==> config.mk <==
export PLATFORM = sky130hd
export DESIGN_NAME = rlmd_window_eval
export DESIGN_NICKNAME = d
export VERILOG_FILES = /design/src/rtl/rlmd_pkg.sv /design/src/rtl/rlmd_window_eval.sv
export SDC_FILE = /design/constraint.sdc
export NUM_CORES = 1
export LEC_CHECK = 0
export ABC_CLOCK_PERIOD_IN_PS = 3670
export BUFFER_PORTS_ARGS = -buffer_cell sky130_fd_sc_hd__buf_2
export CAP_MARGIN = 20
export CORE_MARGIN = 3
export CORE_UTILIZATION = 44
export DETAILED_ROUTE_END_ITERATION = 10
export REMOVE_ABC_BUFFERS = 1
export SETUP_SLACK_MARGIN = 0.2
export SYNTH_ARGS = -nofsm -noshare
export SYNTH_HDL_FRONTEND = slang
export SYNTH_SLANG_ARGS = --single-unit
==> constraint.sdc <==
create_clock -name aclk -period 3.67 [get_ports aclk]
set_input_delay 0.1835 -clock aclk [delete_from_list [all_inputs] [get_ports aclk]]
set_output_delay 0.1835 -clock aclk [all_outputs]
set_load 0.02 [all_outputs]
==> src/rtl/rlmd_pkg.sv <==
package rlmd_pkg;

    // Default sizing
    localparam int MAX_COLS_DEF  = 4096;
    localparam int ELEV_BITS_DEF = 32;

    // Fixed field and register widths
    localparam int COLS_CFG_W = 13;
    localparam int ROWS_CFG_W = 16;
    localparam int ROW_CNT_W  = 17;
    localparam int PIX_COL_W  = 12;
    localparam int PIX_ROW_W  = 16;
    localparam int CFG_IDX_W  = 4;
    localparam int CFG_DATA_W = 16;

    // Register map
    localparam logic [CFG_IDX_W-1:0] REG_IMAGE_COLS = 4'd0;
    localparam logic [CFG_IDX_W-1:0] REG_IMAGE_ROWS = 4'd1;

    localparam logic [COLS_CFG_W-1:0] IMAGE_COLS_RST = 13'd4096;
    localparam logic [ROWS_CFG_W-1:0] IMAGE_ROWS_RST = 16'd1;

    // Per-item decision control, worked out from the stream position
    typedef struct packed {
        logic decide;     // a pixel decision is delivered
        logic done;       // decided pixel is the last of the frame
        logic left_ok;    // west neighbors lie inside the image
        logic right_ok;   // east neighbors lie inside the image
        logic top_ok;     // north neighbors lie inside the image
        logic bot_ok;     // south neighbors lie inside the image
    } rlmd_ctrl_t;

endpackage

==> src/rtl/rlmd_window_eval.sv <==
module rlmd_window_eval #(
    parameter int ELEV_BITS = rlmd_pkg::ELEV_BITS_DEF,
    localparam int CELL_W   = ELEV_BITS + 1
) (
    input  logic                 aclk,
    input  logic                 aresetn,
    input  logic                 shift_en,
    input  rlmd_pkg::rlmd_ctrl_t ctrl,
    input  logic [CELL_W-1:0]    east_top,
    input  logic [CELL_W-1:0]    east_mid,
    input  logic [CELL_W-1:0]    east_bot,
    output logic                 is_minimum,
    output logic [CELL_W-1:0]    centre_cell
);

    logic [CELL_W-1:0] west_reg   [3];
    logic [CELL_W-1:0] centre_reg [3];
    logic [CELL_W-1:0] nb   [8];
    logic [7:0]        nb_en;
    logic [7:0]        lower;

    always_ff @(posedge aclk) begin
        if (!aresetn) begin
            for (int j = 0; j < 3; j++) begin
                west_reg[j]   <= '0;
                centre_reg[j] <= '0;
            end
        end else if (shift_en) begin
            west_reg      <= centre_reg;
            centre_reg[0] <= east_top;
            centre_reg[1] <= east_mid;
            centre_reg[2] <= east_bot;
        end
    end

    // Neighbors of the centre pixel, with the incoming column as the east side.
    always_comb begin
        nb[0] = west_reg[0];    nb_en[0] = ctrl.left_ok & ctrl.top_ok;
        nb[1] = west_reg[1];    nb_en[1] = ctrl.left_ok;
        nb[2] = west_reg[2];    nb_en[2] = ctrl.left_ok & ctrl.bot_ok;
        nb[3] = centre_reg[0];  nb_en[3] = ctrl.top_ok;
        nb[4] = centre_reg[2];  nb_en[4] = ctrl.bot_ok;
        nb[5] = east_top;       nb_en[5] = ctrl.right_ok & ctrl.top_ok;
        nb[6] = east_mid;       nb_en[6] = ctrl.right_ok;
        nb[7] = east_bot;       nb_en[7] = ctrl.right_ok & ctrl.bot_ok;
        for (int i = 0; i < 8; i++) begin
            lower[i] = nb_en[i] && !nb[i][CELL_W-1]
                    && ($signed(nb[i][ELEV_BITS-1:0])
                        < $signed(centre_reg[1][ELEV_BITS-1:0]));
        end
    end

    // Ties do not disqualify: plateau cells count as minima.
    assign is_minimum  = !centre_reg[1][CELL_W-1] && (lower == '0);
    assign centre_cell = centre_reg[1];

endmodule

-- After elaboration in Yosys (flattened, before gate mapping)
Index checks and enable logic that the tools add are counted.
- register bits after elaboration: 198
- output and inout port bits: 34
- bits of input ports: 108
- bitwise operators: 4
- reduce and logical (&&, ||, !) cells: 27
- order comparisons: 8
- operators by type and width (kind ; number):
    32-bit < comparator ; 8
    1-bit logical AND ; 17
    1-bit zero test ; 9
    8-bit zero test ; 1
    1-bit AND ; 4

-- Logic depth before layout (Yosys ltp)
- depth after elaboration: 5
- gate-level depth with buffers: 11
- depth with buffers taken out: 11

-- Worst setup path after synthesis
Ideal clock, no wire load.
- kind: reg2out
- start: register centre_reg, in the netlist centre_cell[9]
- end: output port is_minimum
- cell stages (with the launch flop): 12
- data arrival time: 2721 ps
- data required time: 3487 ps
- path buffers: 0
- slack: 765 ps
- cells stage by stage: dfxtp_1 > inv_1 > ha_1 > a21oi_1 > nor2_1 > a2111oi_0 > o21ai_0 > a221o_1 > a2111oi_4 > mux2i_1 > a211oi_1 > and4_1
- longest elaborated chain between the ends: 4
- elaborated cells on any way between the ends: 18
- classes of those cells: order compare (8); reduce/logical (10)
- RTL lines (item ; line ; source):
    start, declared ; rlmd_window_eval.sv:17 ; logic [CELL_W-1:0] centre_reg [3];
    32-bit < comparator ; rlmd_window_eval.sv:49 ; < $signed(centre_reg[1][ELEV_BITS-1:0]));
    1-bit logical AND ; rlmd_window_eval.sv:48 ; && ($signed(nb[i][ELEV_BITS-1:0])
    8-bit zero test * ; rlmd_window_eval.sv:54 ; assign is_minimum = !centre_reg[1][CELL_W-1] && (lower == '0);
    1-bit logical AND * ; rlmd_window_eval.sv:54 ;
    end, declared ; rlmd_window_eval.sv:12 ; output logic is_minimum,
Every way passes the cells marked *; elsewhere a longest branch is shown, timed or not.

-- Worst setup path after layout
- start: input port east_mid[0]
- end: output port is_minimum
- longest elaborated chain between the ends: 4
- RTL lines (item ; line ; source):
    start, declared ; rlmd_window_eval.sv:10 ; input logic [CELL_W-1:0] east_mid,
    32-bit < comparator ; rlmd_window_eval.sv:49 ;
    1-bit logical AND ; rlmd_window_eval.sv:48 ;
    8-bit zero test ; rlmd_window_eval.sv:54 ;
    1-bit logical AND ; rlmd_window_eval.sv:54 ;
Every way passes these cells.

==> run_results.csv <==
group,metric,value,unit
status,status,"finished clean",
timing,drv_slew,0,
final_layout,largest_reg_flops,99,
cts,path_clk_slew,0.08,ns
cts,numCtsBuffers,17,
yosys,synth_largest_area_cell,"dfxtp_1",
floorplanning,core,29090,um2
yosys,synth_cell_types,54,
final_layout,final_common_cell,"ha_1",
floorplanning,die_y,178.8,um
global_route,grt_max_degree,117,
drt,drtIter0Drc,501,
yosys,syn_area_per_cell,9.773,um2
timing,rsz0062_at_grt,"yes",
worst_setup_path,critPathTopFamily,"simple AND/OR/NAND/NOR gates",
final_layout,layout-drive-gt1-share,21.05,%
cts,cts_buffer_depth,2,
timing,relSlewSlack,46.14,%
timing,period_minus_slack,3.520,ns
pwr,swShare,31.49,%
placed_design,port_buffers,139,
pwr,peakVddDrop,0.0003001,V
yosys,synth_edf_count,0,
worst_setup_path,path_max_fanout,2,
drt,drc,0,
final_layout,postLayoutCellArea,15430,um2
cts,clock_latency,0.45,ns
pwr,p_leak,7.119,nW
timing,setup_tns,0,ns
timing,tightest_slew,0.8079,ns
yosys,ys_seq_area_share,30.15,%
placed_design,place_area,14040,um2
pwr,p_seq_share,41.8,%
drt,firstDrtPassIters,4,
timing,final.period_utilization,95.92,%
drt,final_antenna_net_count,0,
yosys,netlist.area_leader.share,30.15,%
timing,fmax,284.1,MHz
final_layout,final_nets,1835,
cts,tritoncts,"built",
floorplanning,dieArea,31990,um2
floorplanning,initial_core_util,45.19,%
global_route,grt_use_total,20.56,%
yosys,synth_seq_cells,198,
floorplanning,pin_count,142,
worst_setup_path,path_class,"in2out",
pwr,p_int,3.833,mW
global_route,antenna_found_initial,1,
floorplanning,die_w,178.8,um
worst_setup_path,path_cells,"dlygate4sd3_1 > buf_2 > nand2b_1 > a2111oi_4 > buf_4 > nor4_2 > or4b_4 > a41oi_2 > mux2i_1 > o311ai_2 > a211oi_2 > and4_1 > buf_6",
pwr,p_sw,1.762,mW
hold_path,worstHoldPathType,"in2reg",
worst_setup_path,slowest_delay,0.56,ns
final_layout,mostFrequentLayoutCells,"ha_1 (236), mux2i_1 (204), nor2b_1 (201)",
worst_setup_path,cp_slowest_cell,"or4b_4",
timing,fin_skew,0.01280,ns
hold_path,hold_start,"east_mid[7]",
cts,cts-root-buf,"clkbuf_16",
worst_setup_path,start_kind,"input pin",
worst_setup_path,crit_buf_inv,4,
drt,vias,9929,
worst_setup_path,worstSetupStartpoint,"east_mid[0]",
job,drv_cap,0,
placed_design,dp_hpwl,24.12,mm
yosys,synth_ff_type,"dfxtp_1",
global_route,grt_pass1_vias,9608,
placed_design,gp_congestion,0.8151,
cts,htreeDepth,4,
pwr,combPwrFrac,24.0,%
yosys,yosys_warnings,0,
worst_setup_path,r2r-start,"centre_cell[1]",
yosys,syn_inst,1345,
worst_setup_path,end_kind,"primary output",
final_layout,syn2layout_area_growth,17.37,%
yosys,async_reset_ff_share,0,%
global_route,grt_pass1_wl,51.87,mm
worst_setup_path,rrSetupSlack,2.86,ns
pwr,powerDensity,362.6,nW/um2
floorplanning,fp-row-count,62,
drt,vias_per_cell,5.293,
drt,wire_per_inst,17.63,um
worst_setup_path,worst_ep_arrival_time,3.34,ns
cts,clock-sinks,198,
final_layout,n_antenna_cell,0,
timing,hold_viol_final,0,
yosys,netlist_area,13150,um2
worst_setup_path,critPathRequiredTime,3.49,ns
yosys,ys_top_cells_by_area,"dfxtp_1 (30%), ha_1 (24%), mux2i_1 (16%), nor2b_1 (9.6%), a21oi_1 (2.9%)",
drt,wl,33.07,mm
pwr,p_clk_share,34.2,%
timing,final-setup-viol-count,0,
global_route,overflow,0,
-- power groups by stage --
| stage | logic (mW) | clock network, mW | registers, mW |
|---|---|---|---|
| after global routing | 1.50 | 2.04 | 2.36 |
| final | 1.34 | 1.91 | 2.34 |
| after global placement | 1.17 | 0 | 2.38 |
| after CTS | 1.26 | 1.96 | 2.34 |
| after detailed placement | 1.20 | 0 | 2.38 |
| after floorplan | 0.742 | 0 | 2.38 |
-- synth_stat cells, drive strengths merged (6+ instances only) --
cell and instances:
ha 248, mux2i 204, nor2b 201, dfxtp 198
a21oi 75, buf 51, nand2 47, o21ai 41
nor2 37, inv 35, nand4 33, a21o 31
clkbuf 26, nand3 19, a211oi 12, a2111oi 9
nor3 9, and4 6, o21a 6
-- tightest hold or removal path: stages --
cell and delay, ns:
buf_2 0.09, mux2i_1 0.06, nor2b_1 0.10
-- stage by stage --
stage               instances  util [%]  power (mW)  hold slack, ns  setup WS, ns
finish                   1876     53.04       5.594         0.01502        0.1498
global placement         1802     48.27       3.556          0.4538        0.1112
global route             1876     53.04       5.897         0.01011       0.07374
CTS                      1848     51.24       5.557       0.0008959        0.1153
floorplan                1268         -       3.125          0.3117        0.5852
detailed placement       1802     48.27       3.585          0.4702        0.1079
-- layout make-up --
class | count | area (um2)
sequential | 198 | 4005
tap | 384 | 480.5
timing repair buffer | 192 | 1177
inverter | 35 | 188.9
multi-input combinational | 1035 | 9000
clock buffer | 18 | 439.2
clock inverter | 14 | 137.6
fill | 2708 | 13660
-- metal layers --
layer  global-route usage, %  vias to the layer above  share of wire, %
met5                       0                        -             0.021
met3                   3.177                       24               3.2
met1                   29.63                     4665                50
li1                        -                     5127                 -
met4                   4.903                        2               1.4
met2                   32.22                      111                45
-- logic make-up (layout without fill, tap and decap cells) --
group / Yosys count / in the layout / synth area share (%)
buffers and inverters: 112 / 259 / 4.140
adder cells (fa/ha/maj): 248 / 248 / 23.61
multiplexers: 205 / 205 / 15.62
flip-flops: 198 / 198 / 30.15
AND/OR/NAND/NOR: 374 / 374 / 16.30
AO/OA/AOI/OAI: 208 / 208 / 10.18
-- what timing repair did --
action | CTS | global route
pin swaps | 13 | 27
gates cloned | 0 | 0
setup endpoints to repair | 1 | 1
hold buffers | 8 | 0
endpoints found under the hold margin | 8 | 0
resized for setup | 61 | 80
setup buffers | 6 | 28
-- worst paths after layout --
path / endpoint / cells after the start
worst min-delay path: centre_cell[7] / 3
worst max-delay path: is_minimum / 13
worst max register to register: centre_cell[1] / 3
worst min register to register: nb[231] / 2
Power figures use the tool's default switching activity.
